<file path="src/rtl/assert_macros.svh">
// Assertion macros for the clipper
`ifndef ASSERT_MACROS_SVH
`define ASSERT_MACROS_SVH

// Checked at every rising clock edge, off during reset
`define ASSERT_CLK(label, prop, msg) \
   label: assert property (@(posedge clock) disable iff (reset) prop) else $error(msg);

// Checked at every rising clock edge, reset included
`define ASSERT_ALWAYS(label, prop, msg) \
   label: assert property (@(posedge clock) prop) else $error(msg);

`endif

</file>
<file path="src/rtl/ccp_pkg.sv">
`default_nettype none
package ccp_pkg;
   localparam int MAX_VERTICES = 16;
   localparam int MAX_WINDOW   = 7;
   localparam int NUM_WIN_REGS = 7;
   localparam int VIDX_W = $clog2(MAX_VERTICES);
   localparam int CNT_W  = $clog2(MAX_VERTICES + 1);

   localparam logic [3:0] CSR_WINDOW_COUNT    = 4'd0;
   localparam logic [3:0] CSR_WINDOW_VERTEX_0 = 4'd1;
   localparam logic [3:0] CSR_WINDOW_VERTEX_6 = 4'd7;

   typedef struct packed {
      logic signed [15:0] x;
      logic signed [15:0] y;
   } vertex_type;
endpackage
`default_nettype wire

</file>
<file path="src/rtl/convex_polygon_clipper.sv">
// Convex polygon clipper (Sutherland-Hodgman).
// Requests: one subject vertex per request, taken at a rising edge with
// start high and busy low. The vertex with req_vert_last set starts the clip;
// busy stays high from then until the last result has been shown.
// Window: csr_wr_en writes register csr_index (0 = window count, 1..7 =
// window vertices, x in 31:16, y in 15:0); other indexes are ignored.
// Results: rsp_strobe marks each clipped vertex for exactly one cycle;
// rsp_out_last marks the final one. The receiver cannot stall, so results
// leave at one per cycle. An empty result is one item with empty and last set.
// Sequence: a non-last vertex is only stored and busy stays low. After the
// last vertex, per window edge: the edge setup (window vertices, line
// coefficients, reference side), then per buffered vertex a side test and a
// decision, a write per vertex written out and an x and a y division per
// crossing (shared multiplier, 17-step restoring divider), and a step to
// close the edge; then the results are shown.
// Reset (synchronous, active high) clears counts and flags, sets window
// count to 3 and all window vertices to zero; buffers hold no valid data.
`default_nettype none
module convex_polygon_clipper
   import ccp_pkg::*;
(
   input  wire logic               clock,
   input  wire logic               reset,
   input  wire logic               start,
   output logic                    busy,
   input  wire logic signed [15:0] req_vert_x,
   input  wire logic signed [15:0] req_vert_y,
   input  wire logic               req_vert_last,
   input  wire logic               csr_wr_en,
   input  wire logic [3:0]         csr_index,
   input  wire logic [31:0]        csr_wr_data,
   output logic                    rsp_strobe,
   output logic signed [15:0]      rsp_out_x,
   output logic signed [15:0]      rsp_out_y,
   output logic                    rsp_out_last,
   output logic                    rsp_out_empty,
   output logic                    rsp_out_overflow
);
`include "assert_macros.svh"

   localparam logic [4:0] ST_IDLE  = 5'd0;
   localparam logic [4:0] ST_EDGE  = 5'd1;
   localparam logic [4:0] ST_EW1   = 5'd2;
   localparam logic [4:0] ST_EW2   = 5'd3;
   localparam logic [4:0] ST_C1    = 5'd4;
   localparam logic [4:0] ST_C2    = 5'd5;
   localparam logic [4:0] ST_C3    = 5'd6;
   localparam logic [4:0] ST_P1    = 5'd7;
   localparam logic [4:0] ST_P2    = 5'd8;
   localparam logic [4:0] ST_P3    = 5'd9;
   localparam logic [4:0] ST_VTX   = 5'd10;
   localparam logic [4:0] ST_DEC   = 5'd11;
   localparam logic [4:0] ST_X1    = 5'd12;
   localparam logic [4:0] ST_X2    = 5'd13;
   localparam logic [4:0] ST_X3    = 5'd14;
   localparam logic [4:0] ST_DIV   = 5'd15;
   localparam logic [4:0] ST_PUSHX = 5'd16;
   localparam logic [4:0] ST_PUSHB = 5'd17;
   localparam logic [4:0] ST_NEXT  = 5'd18;
   localparam logic [4:0] ST_OUT   = 5'd19;

   localparam logic [1:0] SD_REF   = 2'd0;
   localparam logic [1:0] SD_FIRST = 2'd1;
   localparam logic [1:0] SD_B     = 2'd2;

   logic [4:0]         state_ff, state_in;
   logic [2:0]         win_cnt_ff;
   vertex_type         win_vtx_ff [NUM_WIN_REGS];
   vertex_type         vbuf_ff [2][MAX_VERTICES];
   logic               cur_ff, cur_in;
   logic [CNT_W-1:0]   cnt_ff, cnt_in, ocnt_ff, ocnt_in;
   logic               ovf_ff, ovf_in;
   logic [2:0]         edge_ff, edge_in;
   logic [CNT_W-1:0]   i_ff, i_in;
   vertex_type         e0_ff, e0_in, e1_ff, e1_in, r_ff, r_in;
   vertex_type         pt_ff, pt_in, a_ff, a_in, b_ff, b_in;
   logic signed [16:0] coef_a_ff, coef_a_in, coef_b_ff, coef_b_in;
   logic signed [33:0] c_ff, c_in;
   logic signed [52:0] prod_ff;
   logic signed [53:0] acc_ff, acc_in;
   logic [1:0]         tgt_ff, tgt_in;
   logic               sr_pos_ff, sr_pos_in, sr_neg_ff, sr_neg_in;
   logic signed [35:0] dprev_ff, dprev_in, dfirst_ff, dfirst_in, db_ff, db_in;
   logic               outa_ff, outa_in;
   logic               axis_ff, axis_in;
   logic [53:0]        rem_ff, rem_in, dv_ff, dv_in;
   logic [16:0]        q_ff, q_in;
   logic               qneg_ff, qneg_in;
   logic [4:0]         dcnt_ff, dcnt_in;
   logic signed [15:0] qx_ff, qx_in;

   logic signed [35:0] mul_a;
   logic signed [16:0] mul_b;
   logic [2:0]         wc, win_idx;
   logic [3:0]         e1_sum, e2_sum;
   logic [VIDX_W-1:0]  rd_idx;
   vertex_type         rd_vtx;
   logic               wr_en, wr_bank;
   logic [VIDX_W-1:0]  wr_idx;
   vertex_type         wr_data;
   logic signed [53:0] acc_m_prod, acc_p_prod;
   logic signed [36:0] den;
   logic [53:0]        num_mag;
   logic [36:0]        den_mag;
   logic               ge;
   logic [16:0]        q_fin, q_sgn;
   logic               out_a, out_b;
   logic signed [15:0] bcoord, acoord;

   assign wc     = (win_cnt_ff < 3'd3) ? 3'd3 : win_cnt_ff;
   assign e1_sum = {1'b0, edge_ff} + 4'd1;
   assign e2_sum = {1'b0, edge_ff} + 4'd2;
   assign rd_vtx = vbuf_ff[cur_ff][rd_idx];

   always_comb begin
      win_idx = edge_ff;
      if (state_ff == ST_EW1) begin
         win_idx = (e1_sum >= {1'b0, wc}) ? 3'(e1_sum - {1'b0, wc}) : e1_sum[2:0];
      end else if (state_ff == ST_EW2) begin
         win_idx = (e2_sum >= {1'b0, wc}) ? 3'(e2_sum - {1'b0, wc}) : e2_sum[2:0];
      end
   end

   always_comb begin
      rd_idx = '0;
      if (state_ff == ST_VTX) begin
         rd_idx = (i_ff + 1'b1 == cnt_ff) ? '0 : VIDX_W'(i_ff + 1'b1);
      end else if (state_ff == ST_OUT) begin
         rd_idx = i_ff[VIDX_W-1:0];
      end
   end

   assign bcoord = axis_ff ? b_ff.y : b_ff.x;
   assign acoord = axis_ff ? a_ff.y : a_ff.x;

   always_comb begin
      mul_a = '0;
      mul_b = '0;
      unique case (state_ff)
         ST_C1: begin
            mul_a = 36'(e1_ff.x);
            mul_b = 17'(e0_ff.y);
         end
         ST_C2: begin
            mul_a = 36'(e0_ff.x);
            mul_b = 17'(e1_ff.y);
         end
         ST_P1: begin
            mul_a = 36'(coef_a_ff);
            mul_b = 17'(pt_ff.x);
         end
         ST_P2: begin
            mul_a = 36'(coef_b_ff);
            mul_b = 17'(pt_ff.y);
         end
         ST_X1: begin
            mul_a = dprev_ff;
            mul_b = 17'(bcoord);
         end
         ST_X2: begin
            mul_a = db_ff;
            mul_b = 17'(acoord);
         end
         default: begin
            mul_a = '0;
            mul_b = '0;
         end
      endcase
   end

   assign acc_m_prod = acc_ff - 54'(prod_ff);
   assign acc_p_prod = acc_ff + 54'(prod_ff);
   assign den        = 37'(dprev_ff) - 37'(db_ff);
   assign num_mag    = acc_m_prod[53] ? 54'(-acc_m_prod) : 54'(acc_m_prod);
   assign den_mag    = den[36] ? 37'(-den) : 37'(den);
   assign ge         = rem_ff >= dv_ff;
   assign q_fin      = {q_ff[15:0], ge};
   assign q_sgn      = qneg_ff ? 17'(-q_fin) : q_fin;
   assign out_a = (sr_pos_ff && dprev_ff < 0) || (sr_neg_ff && dprev_ff > 0);
   assign out_b = (sr_pos_ff && db_ff < 0) || (sr_neg_ff && db_ff > 0);

   always_comb begin
      state_in  = state_ff;
      cur_in    = cur_ff;
      cnt_in    = cnt_ff;
      ocnt_in   = ocnt_ff;
      ovf_in    = ovf_ff;
      edge_in   = edge_ff;
      i_in      = i_ff;
      e0_in     = e0_ff;
      e1_in     = e1_ff;
      r_in      = r_ff;
      pt_in     = pt_ff;
      a_in      = a_ff;
      b_in      = b_ff;
      coef_a_in = coef_a_ff;
      coef_b_in = coef_b_ff;
      c_in      = c_ff;
      acc_in    = acc_ff;
      tgt_in    = tgt_ff;
      sr_pos_in = sr_pos_ff;
      sr_neg_in = sr_neg_ff;
      dprev_in  = dprev_ff;
      dfirst_in = dfirst_ff;
      db_in     = db_ff;
      outa_in   = outa_ff;
      axis_in   = axis_ff;
      rem_in    = rem_ff;
      dv_in     = dv_ff;
      q_in      = q_ff;
      qneg_in   = qneg_ff;
      dcnt_in   = dcnt_ff;
      qx_in     = qx_ff;
      wr_en     = 1'b0;
      wr_bank   = cur_ff;
      wr_idx    = '0;
      wr_data   = b_ff;
      unique case (state_ff)
         ST_IDLE: begin
            if (start) begin
               wr_data.x = req_vert_x;
               wr_data.y = req_vert_y;
               wr_idx    = cnt_ff[VIDX_W-1:0];
               if (cnt_ff < CNT_W'(MAX_VERTICES)) begin
                  wr_en  = 1'b1;
                  cnt_in = cnt_ff + 1'b1;
               end else begin
                  ovf_in = 1'b1;
               end
               if (req_vert_last) begin
                  edge_in  = '0;
                  state_in = ST_EDGE;
               end
            end
         end
         ST_EDGE: begin
            if (edge_ff == wc || cnt_ff == '0) begin
               i_in     = '0;
               state_in = ST_OUT;
            end else begin
               e0_in    = win_vtx_ff[win_idx];
               state_in = ST_EW1;
            end
         end
         ST_EW1: begin
            e1_in    = win_vtx_ff[win_idx];
            state_in = ST_EW2;
         end
         ST_EW2: begin
            r_in     = win_vtx_ff[win_idx];
            state_in = ST_C1;
         end
         ST_C1: begin
            coef_a_in = 17'(e1_ff.y) - 17'(e0_ff.y);
            coef_b_in = 17'(e0_ff.x) - 17'(e1_ff.x);
            state_in  = ST_C2;
         end
         ST_C2: begin
            acc_in   = 54'(prod_ff);
            state_in = ST_C3;
         end
         ST_C3: begin
            c_in     = acc_m_prod[33:0];
            pt_in    = r_ff;
            tgt_in   = SD_REF;
            state_in = ST_P1;
         end
         ST_P1: begin
            state_in = ST_P2;
         end
         ST_P2: begin
            acc_in   = 54'(c_ff) + 54'(prod_ff);
            state_in = ST_P3;
         end
         ST_P3: begin
            unique case (tgt_ff)
               SD_REF: begin
                  sr_pos_in = acc_p_prod > 0;
                  sr_neg_in = acc_p_prod < 0;
                  pt_in     = rd_vtx;
                  tgt_in    = SD_FIRST;
                  state_in  = ST_P1;
               end
               SD_FIRST: begin
                  dfirst_in = acc_p_prod[35:0];
                  dprev_in  = acc_p_prod[35:0];
                  a_in      = pt_ff;
                  i_in      = '0;
                  ocnt_in   = '0;
                  state_in  = ST_VTX;
               end
               default: begin
                  db_in    = acc_p_prod[35:0];
                  state_in = ST_DEC;
               end
            endcase
         end
         ST_VTX: begin
            if (i_ff == cnt_ff) begin
               cur_in   = ~cur_ff;
               cnt_in   = ocnt_ff;
               edge_in  = edge_ff + 1'b1;
               state_in = ST_EDGE;
            end else if (i_ff + 1'b1 == cnt_ff) begin
               b_in     = rd_vtx;
               db_in    = dfirst_ff;
               state_in = ST_DEC;
            end else begin
               b_in     = rd_vtx;
               pt_in    = rd_vtx;
               tgt_in   = SD_B;
               state_in = ST_P1;
            end
         end
         ST_DEC: begin
            outa_in = out_a;
            axis_in = 1'b0;
            if (!out_a && !out_b) begin
               state_in = ST_PUSHB;
            end else if (out_a && out_b) begin
               state_in = ST_NEXT;
            end else begin
               state_in = ST_X1;
            end
         end
         ST_X1: begin
            state_in = ST_X2;
         end
         ST_X2: begin
            acc_in   = 54'(prod_ff);
            state_in = ST_X3;
         end
         ST_X3: begin
            rem_in   = num_mag;
            dv_in    = {1'b0, den_mag, 16'b0};
            q_in     = '0;
            qneg_in  = acc_m_prod[53] ^ den[36];
            dcnt_in  = 5'd16;
            state_in = ST_DIV;
         end
         ST_DIV: begin
            if (ge) begin
               rem_in = rem_ff - dv_ff;
            end
            q_in    = q_fin;
            dv_in   = dv_ff >> 1;
            dcnt_in = dcnt_ff - 1'b1;
            if (dcnt_ff == '0) begin
               if (!axis_ff) begin
                  qx_in    = q_sgn[15:0];
                  axis_in  = 1'b1;
                  state_in = ST_X1;
               end else begin
                  b_in.y   = b_ff.y;
                  pt_in.x  = qx_ff;
                  pt_in.y  = q_sgn[15:0];
                  state_in = ST_PUSHX;
               end
            end
         end
         ST_PUSHX, ST_PUSHB: begin
            wr_bank = ~cur_ff;
            wr_idx  = ocnt_ff[VIDX_W-1:0];
            wr_data = (state_ff == ST_PUSHX) ? pt_ff : b_ff;
            if (ocnt_ff < CNT_W'(MAX_VERTICES)) begin
               wr_en   = 1'b1;
               ocnt_in = ocnt_ff + 1'b1;
            end else begin
               ovf_in = 1'b1;
            end
            if (state_ff == ST_PUSHX && outa_ff) begin
               state_in = ST_PUSHB;
            end else begin
               state_in = ST_NEXT;
            end
         end
         ST_NEXT: begin
            a_in     = b_ff;
            dprev_in = db_ff;
            i_in     = i_ff + 1'b1;
            state_in = ST_VTX;
         end
         ST_OUT: begin
            i_in = i_ff + 1'b1;
            if (cnt_ff == '0 || i_ff + 1'b1 == cnt_ff) begin
               cnt_in   = '0;
               ovf_in   = 1'b0;
               state_in = ST_IDLE;
            end
         end
         default: begin
            state_in = ST_IDLE;
         end
      endcase
   end

   always_ff @(posedge clock) begin
      if (reset) begin
         state_ff   <= ST_IDLE;
         cur_ff     <= 1'b0;
         cnt_ff     <= '0;
         ocnt_ff    <= '0;
         ovf_ff     <= 1'b0;
         win_cnt_ff <= 3'd3;
         for (int k = 0; k < NUM_WIN_REGS; k++) begin
            win_vtx_ff[k] <= '0;
         end
      end else begin
         state_ff <= state_in;
         cur_ff   <= cur_in;
         cnt_ff   <= cnt_in;
         ocnt_ff  <= ocnt_in;
         ovf_ff   <= ovf_in;
         if (csr_wr_en) begin
            if (csr_index == CSR_WINDOW_COUNT) begin
               win_cnt_ff <= csr_wr_data[2:0];
            end else if (csr_index >= CSR_WINDOW_VERTEX_0 &&
                         csr_index <= CSR_WINDOW_VERTEX_6) begin
               win_vtx_ff[3'(csr_index - CSR_WINDOW_VERTEX_0)] <= csr_wr_data;
            end
         end
      end
   end

   always_ff @(posedge clock) begin
      edge_ff   <= edge_in;
      i_ff      <= i_in;
      e0_ff     <= e0_in;
      e1_ff     <= e1_in;
      r_ff      <= r_in;
      pt_ff     <= pt_in;
      a_ff      <= a_in;
      b_ff      <= b_in;
      coef_a_ff <= coef_a_in;
      coef_b_ff <= coef_b_in;
      c_ff      <= c_in;
      prod_ff   <= mul_a * mul_b;
      acc_ff    <= acc_in;
      tgt_ff    <= tgt_in;
      sr_pos_ff <= sr_pos_in;
      sr_neg_ff <= sr_neg_in;
      dprev_ff  <= dprev_in;
      dfirst_ff <= dfirst_in;
      db_ff     <= db_in;
      outa_ff   <= outa_in;
      axis_ff   <= axis_in;
      rem_ff    <= rem_in;
      dv_ff     <= dv_in;
      q_ff      <= q_in;
      qneg_ff   <= qneg_in;
      dcnt_ff   <= dcnt_in;
      qx_ff     <= qx_in;
      if (wr_en) begin
         vbuf_ff[wr_bank][wr_idx] <= wr_data;
      end
   end

   assign busy             = state_ff != ST_IDLE;
   assign rsp_strobe       = state_ff == ST_OUT;
   assign rsp_out_empty    = rsp_strobe && cnt_ff == '0;
   assign rsp_out_last     = rsp_strobe && (cnt_ff == '0 || i_ff + 1'b1 == cnt_ff);
   assign rsp_out_x        = (rsp_strobe && cnt_ff != '0) ? rd_vtx.x : '0;
   assign rsp_out_y        = (rsp_strobe && cnt_ff != '0) ? rd_vtx.y : '0;
   assign rsp_out_overflow = rsp_strobe && ovf_ff;

   `ASSERT_CLK(a_cnt_range, cnt_ff <= CNT_W'(MAX_VERTICES) && ocnt_ff <= CNT_W'(MAX_VERTICES), "vertex count beyond buffer")
   `ASSERT_CLK(a_empty_last, rsp_out_empty |-> rsp_out_last, "empty result not marked last")
   `ASSERT_CLK(a_nonlast_stays_idle, (start && !busy && !req_vert_last) |=> !busy, "non-last vertex left block busy")
   `ASSERT_CLK(a_last_clears, (rsp_strobe && rsp_out_last) |=> (!busy && cnt_ff == '0 && !ovf_ff), "state not cleared after results")
   `ASSERT_ALWAYS(a_div_entry, (state_ff == ST_DIV && $past(state_ff) == ST_X3) |-> dcnt_ff == 5'd16, "divider started with wrong step count")

endmodule
`default_nettype wire

</file>
<file path="config.mk">
export PLATFORM = sky130hd
export DESIGN_NAME = convex_polygon_clipper
export DESIGN_NICKNAME = d
export VERILOG_FILES = /design/src/rtl/ccp_pkg.sv /design/src/rtl/convex_polygon_clipper.sv
export VERILOG_INCLUDE_DIRS = /design/src /design/src/rtl
export SDC_FILE = /design/constraint.sdc
export NUM_CORES = 2
export LEC_CHECK = 0
export ABC_AREA = 1
export BUFFER_PORTS_ARGS = -buffer_cell sky130_fd_sc_hd__buf_2
export CAP_MARGIN = 40
export CORE_ASPECT_RATIO = 0.7
export CORE_MARGIN = 8
export CORE_UTILIZATION = 25
export DETAILED_ROUTE_END_ITERATION = 12
export GPL_ROUTABILITY_DRIVEN = 0
export GPL_TIMING_DRIVEN = 0
export PLACE_DENSITY_LB_ADDON = 0.12
export SLEW_MARGIN = 40
export SYNTH_ARGS = -nofsm -noshare
export SYNTH_HDL_FRONTEND = slang
export SYNTH_SLANG_ARGS = --single-unit
</file>
<file path="constraint.sdc">
create_clock -name clock -period 12.29 [get_ports clock]
set_input_delay 1.8435 -clock clock [delete_from_list [all_inputs] [get_ports clock]]
set_output_delay 1.8435 -clock clock [all_outputs]
set_load 0.005 [all_outputs]
</file>
* Word-level counts from Yosys, hierarchy flattened
Memories as Yosys holds them, arrays and structs flattened. A register that Yosys moved wholly into a read port is not among the register bits.
Index checks and enable logic that the tools add are counted.
** Cells by class
- $add $sub $neg :: 20
- Multipliers :: 1
- Order comparisons :: 17
- Eq/ne operators :: 41
- Multiplexer cells :: 103
- Bitwise logic cells :: 7
- Reductions and logical operators :: 62
** Operator list (count)
- $mux W512 :: 1
- $mux W32 :: 12
- $pmux W54 S2 :: 3
- $pmux W36 S6 :: 1
- $mux W36 :: 4
- $pmux W36 S2 :: 2
- $bmux W32 S4 :: 1
- $demux W32 S4 :: 1
- $pmux W32 S2 :: 2
- $pmux W32 S4 :: 1
- $mux W54 :: 2
- $pmux W17 S6 :: 1
- $pmux W5 S19 :: 1
- $mux W16 :: 5
- $gt A36 B1 Y1 const B :: 2
- $lt A36 B1 Y1 const B :: 2
- $mux W5 :: 14
- $add A34 B53 Y54 :: 1
- $add A54 B53 Y54 :: 1
- $ge A54 B54 Y1 :: 1
- $gt A54 B1 Y1 const B :: 1
- $lt A54 B1 Y1 const B :: 1
- $neg A54 Y54 :: 1
- $sub A54 B53 Y54 :: 1
- 63 further kinds :: 189
** Word-level totals
- Flip-flop bits (word level) :: 654
- Bits in writable memories :: 1248
- Bits of input ports :: 73
- Output and inout port bits :: 37
- Memories :: 2
** Memory list
- vbuf_ff :: depth 2, bits a word 512, read ports 1, clocked after memory_dff 1, write ports 1, RTL line convex_polygon_clipper.sv:69 : vertex_type vbuf_ff [2][MAX_VERTICES];
- win_vtx_ff :: depth 7, bits a word 32, read ports 1, clocked after memory_dff 0, write ports 7, RTL line convex_polygon_clipper.sv:68 : vertex_type win_vtx_ff [NUM_WIN_REGS];

* Depth between registers and ports, before layout
- Word-level depth :: 11
- Gate-level depth with buffers :: 41

* Worst setup path before layout
No wires, ideal clock.
- Kind :: reg2reg
- Start :: reg state_ff[2]
- End :: reg prod_ff[52]
- Setup time :: 0.123 ns
- Arrival :: 8.384 ns
- Required time :: 12.167 ns
- Setup slack :: 3.783 ns
- Cell stages (with the launch flop) :: 37
- Buffers on the path :: 3
- Period minus slack after synthesis :: 8.507 ns
- Cell sequence :: dfxtp_1 -> inv_1 -> nor2_1 -> inv_1 -> nor2_1 -> inv_1 -> nor2_1 -> inv_1 -> buf_4 -> buf_2 -> o211ai_1 -> buf_2 -> nand2_1 -> fa_1 -> inv_1 -> fa_1 -> inv_1 -> fa_1 -> inv_1 -> fa_1 -> fa_1 -> inv_1 -> fa_1 -> inv_1 -> ha_1 -> nand2_1 -> nor2_1 -> nand2_1 -> nand2_1 -> nand2_1 -> o211ai_1 -> a21oi_1 -> o21ai_0 -> nand3_1 -> nand2_1 -> a21oi_1 -> xor2_1
** Between the ends
- Word-level cells in the longest chain between the ends :: 3
** Ends and longest elaborated chain
- from (decl) :: RTL line convex_polygon_clipper.sv:66 : logic [4:0] state_ff, state_in;
- from (signal assigned) :: RTL line convex_polygon_clipper.sv:409 : state_ff <= state_in;
- $eq A5 B4 Y1 or $eq A5 B3 Y1 (tied branches) :: RTL line convex_polygon_clipper.sv:139 : unique case (state_ff)
- $pmux W36 S6 or $pmux W17 S6 (tied branches) :: RTL line convex_polygon_clipper.sv:139
- $mul A36 B17 Y53 (*) :: RTL line convex_polygon_clipper.sv:437 : prod_ff <= mul_a * mul_b;
- to (signal assigned) :: RTL line convex_polygon_clipper.sv:437
- to (decl) :: RTL line convex_polygon_clipper.sv:79 : logic signed [52:0] prod_ff;
Every way passes the cells marked *; elsewhere a longest branch is shown, timed or not.
A chain may end at the register's enable or synchronous reset.

* Worst setup path after layout
- Start :: reg state_ff[4]
- End :: reg prod_ff[50]
The elaborated chain is that of the path after synthesis.

==> results.txt <==
* Outcome: completed
- Register-to-Register Path Depth: 31
* Skew-Pair Late Insertion Delay: 0.93 ns
* Total routing resource utilization after global routing: 21.2%
- Power density relative to cell area: 145 nW/µm²
- Number of search-and-repair iterations in the first detailed-routing pass: 7
- The worst register-to-register path begins at state_ff[4].
* Setup violations, final: 0
- Port buffer count: 109
- Critical path peak fanout: 10
* Via count of the first global-routing pass: 93,400
- Summing every instance area after synthesis gives 123,000 µm².
- Leakage dissipation: 61.1 nW
- Once layout is complete, the utilization of the core stands at 29.3%.
- Biggest area contributors in the synthesized netlist: sky130_fd_sc_hd__edfxtp_1 (45%), sky130_fd_sc_hd__fa_1 (9.6%), sky130_fd_sc_hd__nand2_1 (9.5%), sky130_fd_sc_hd__inv_1 (6.5%), sky130_fd_sc_hd__ha_1 (4.3%)
- For this design, the sink count on the clock tree is 1,934.
* Nature of the critical path endpoint: flop
* Most common cell in the netlist: sky130_fd_sc_hd__nand2_1
* Chip height: 604 µm
* Critical Path Start: state_ff[4]
- The number of setup buffers added after CTS is 0.
- Summing over every cut layer, the via total after detailed routing is 101,000.
- Dividing the synthesized area by the synthesized cell count gives 9.19 µm².
- After synthesis, the largest area contributor takes up 44.5% of total cell area.
- The wire-length estimate of the detail-placed layout is 469 mm.
- Post-layout minimum cycle time: 10.97 ns
* Post-DR vias/cell: 4.82
- Most used cell, CP: sky130_fd_sc_hd__fa_1
- Core Region: 491,000 µm²
* Layout Area Growth over Synthesis: 16.7%
- Of the available clock period, the critical path in the final layout requires 89.2%.
* Arrival time worst endpoint: 11.67 ns
* FF-to-FF End: prod_ff[50]
* Setup repair after global routing missed its margin: no
- Total instance count after detailed placement: 20,500
- The initial utilization of the core area, before any placement, comes to 25.1%.
- TritonCTS built the clock tree.
- For the pin with the worst max-slew slack, the measured transition is 1.05 ns.
- After detailed routing, the average wire length per cell comes to 27.2 µm.
- Entering global routing, the biggest net connects 39 pins.
- Sum Neg Setup Slack: 0 ns
- Largest stage delay on the critical path: 1.03 ns
- Share of async-settable or async-resettable flops after synthesis: 0%
* Number of buffers inserted by hold repair at cts: 0
- Clk root buf: sky130_fd_sc_hd__clkbuf_16
- Data on the critical path is required at its endpoint by 12.99 ns.
- Flop and latch count out of synthesis: 1,934
- Final Instance Count excl. Fillers: 20,900
- STA classifies the critical path startpoint as a flop.
- Min-delay worst type: reg -> reg
* Nets in the synthesized netlist: 14,500
- Global-route wire length before repair: 775 mm
- Summing all flip-flop and latch instances after layout gives 57,000 µm².
* H-Tree Depth: 4
- Count of endpoints failing hold in the final timing report: 0
- Yosys printed 0 warnings.
- Synthesis instantiated 70 different standard cells from the library.
- Clock-pin slew was measured on the worst setup and hold paths at 0.07 ns.
* Total DRC errors in the routed layout: 0
- The tool flagged a number of max-cap violations equal to 0.
- In this run the remaining antenna-violating nets after routing total 0.
* Standard-cell row count: 215
- The multi-input combinational cells in the finished layout cover a total of 56,800 µm².
* Most frequent cells after synthesis: sky130_fd_sc_hd__nand2_1 (3,131), sky130_fd_sc_hd__inv_1 (2,127), sky130_fd_sc_hd__edfxtp_1 (1,828)
* Worst setup slack for register-to-register paths: 1.32 ns
* Kind of critical path: reg -> reg
- Headroom to the max-slew limit came out at 29.6%.
* Nets: 15,300
- Width of the die: 855 µm
* Cell type contributing the most total cell area after synthesis: sky130_fd_sc_hd__edfxtp_1
- For this block, the routed nets add up to 569 mm of wire.
- After technology mapping, the gate count stands at 13,400.
* Number of resized instances in the post-cts repair step: 0
- Total I/O pin count: 110
- Total global routing overflow: 0
* Clock skew: 0.110 ns
- The number of antenna violations at the first check in global routing was 64.
* Clock buffers created by TritonCTS: 210
* Top FF cell, synth: sky130_fd_sc_hd__edfxtp_1
- Timing would allow up to 91.2 MHz.
- The critical path ends at prod_ff[50].
- Max stage delay cell, worst path: sky130_fd_sc_hd__o22ai_1
* Final max-slew violation count: 0
- For this run, the register share of the synthesized area comes to 46.2%.
- Die Footprint: 516,000 µm²
- The filler cells instantiated in the layout total 52,500.
- Maximum vdd ir drop: 0.138 mV
* Count of routing violations after the opening detailed-route iteration: 13,400
* Share of final-layout standard cells stronger than drive strength 1: 9.89%
* Clock Path Buffers: 4
- EDFF count, synth: 1,828
## area by class of cell
class	instances	area share, %
Inverter	2142	5.58
Sequential cell	1934	39.6
Multi-Input combinational cell	8859	39.5
Antenna cell	15	0.0261
Timing Repair Buffer	577	3.18
Buffer	480	1.66
Clock buffer	259	3.83
Tap cell	6510	5.66
Clock inverter	131	0.995
## flip-flops by register name, indices dropped and copies added (netlist names), 15 cells and up, named ones only
signal	flops
a_ff	32
acc_ff	54
b_ff	32
c_ff	34
coef_a_ff	17
coef_b_ff	17
db_ff	36
dfirst_ff	36
dprev_ff	36
dv_ff	53
e0_ff	32
e1_ff	32
prod_ff	53
pt_ff	32
q_ff	15
qx_ff	16
r_ff	32
rem_ff	54
vbuf_ff	1024
win_vtx_ff	256
## placed cells by master, fill, tap and decap left out, types with 20 or more instances in the layout
master                      instances
sky130_fd_sc_hd__xor2_1           136
sky130_fd_sc_hd__clkinv_1          38
sky130_fd_sc_hd__o211ai_1          57
sky130_fd_sc_hd__buf_6             38
sky130_fd_sc_hd__xor2_2            20
sky130_fd_sc_hd__inv_1           2126
sky130_fd_sc_hd__buf_16            27
sky130_fd_sc_hd__nor2_4            25
sky130_fd_sc_hd__buf_8             36
sky130_fd_sc_hd__a22oi_1           25
sky130_fd_sc_hd__nor3_1            76
sky130_fd_sc_hd__clkbuf_2         103
sky130_fd_sc_hd__a31oi_1           59
sky130_fd_sc_hd__nand3_1          841
sky130_fd_sc_hd__buf_2            440
sky130_fd_sc_hd__buf_4            220
sky130_fd_sc_hd__clkbuf_1         212
sky130_fd_sc_hd__dfxtp_1          106
sky130_fd_sc_hd__xnor2_1           68
sky130_fd_sc_hd__nor3_2            31
sky130_fd_sc_hd__o21ai_1           20
sky130_fd_sc_hd__a221oi_1          24
sky130_fd_sc_hd__a21oi_1          560
sky130_fd_sc_hd__a21o_1            25
sky130_fd_sc_hd__o21bai_1          26
sky130_fd_sc_hd__nand4_1           66
sky130_fd_sc_hd__clkinv_2          50
sky130_fd_sc_hd__nand2_1         3122
sky130_fd_sc_hd__o21ai_0          631
sky130_fd_sc_hd__edfxtp_1        1828
sky130_fd_sc_hd__o22ai_1           81
sky130_fd_sc_hd__nor4_1            27
sky130_fd_sc_hd__mux2i_1          512
sky130_fd_sc_hd__fa_1             591
sky130_fd_sc_hd__mux2_2            32
sky130_fd_sc_hd__nor2_2            26
sky130_fd_sc_hd__ha_1             422
sky130_fd_sc_hd__bufinv_16         25
sky130_fd_sc_hd__clkbuf_16        211
sky130_fd_sc_hd__nor2_1          1140
## power by group
part	internal (W)	total (W)	switching (W)
clock network	0.00372	0.00667	0.00295
registers	0.00831	0.00845	0.000136
logic	0.00140	0.00573	0.00433
## through the flow
stage	hold WS, ns	worst slack (ns)	area, µm²	total power (W)
floorplan	0.430	3.78	123000	0.0110
global placement	0.445	-0.748	132000	0.0138
detailed placement	0.449	1.78	137000	0.0141
CTS	0.459	1.77	144000	0.0208
global route	0.471	1.18	144000	0.0215
finish	0.456	1.32	144000	0.0209
## layer usage
layer | track usage, % | up-vias | routed length [µm]
met3 | 6.63 | 427 | 64200
met4 | 3.38 | 0 | 10100
li1 | - | 45700 | -
met1 | 35.1 | 50500 | 293000
met5 | 0 | - | 0
met2 | 26.0 | 4282 | 201000
## critical path: cells and delay by family, from the launching register on
family	cells	cell delay, ns
fa+ha+maj	7	3.58
xor+xnor	1	0.72
compound gates	6	2.13
flops	1	0.42
buf+inv	7	1.79
simple gates	10	2.07
## how the worst min path moves through the flow
stage	cells past startpoint	end	startpoint
6_report	2	win_vtx_ff[6][9]	win_vtx_ff[6][9]
5_1_grt	2	win_vtx_ff[6][9]	win_vtx_ff[6][9]
4_1_cts	2	win_vtx_ff[6][20]	win_vtx_ff[6][20]
3_5_place_dp	2	win_vtx_ff[6][9]	win_vtx_ff[6][9]
3_3_place_gp	2	win_vtx_ff[6][20]	win_vtx_ff[6][20]
2_1_floorplan	2	win_vtx_ff[6][20]	win_vtx_ff[6][20]
## cell families after synthesis
kind of cell / count (synthesis) / share of synthesized area [%]
buffers and inverters: 2622 / 8.36
AND/OR/NAND/NOR: 5455 / 18.1
multiplexers: 544 / 4.45
AO/OA/AOI/OAI: 1618 / 7.38
adder cells (fa/ha/maj): 1014 / 13.9
XOR/XNOR: 228 / 1.62
flip-flops: 1934 / 46.2
No activity file was read; power rests on OpenSTA's default activity.
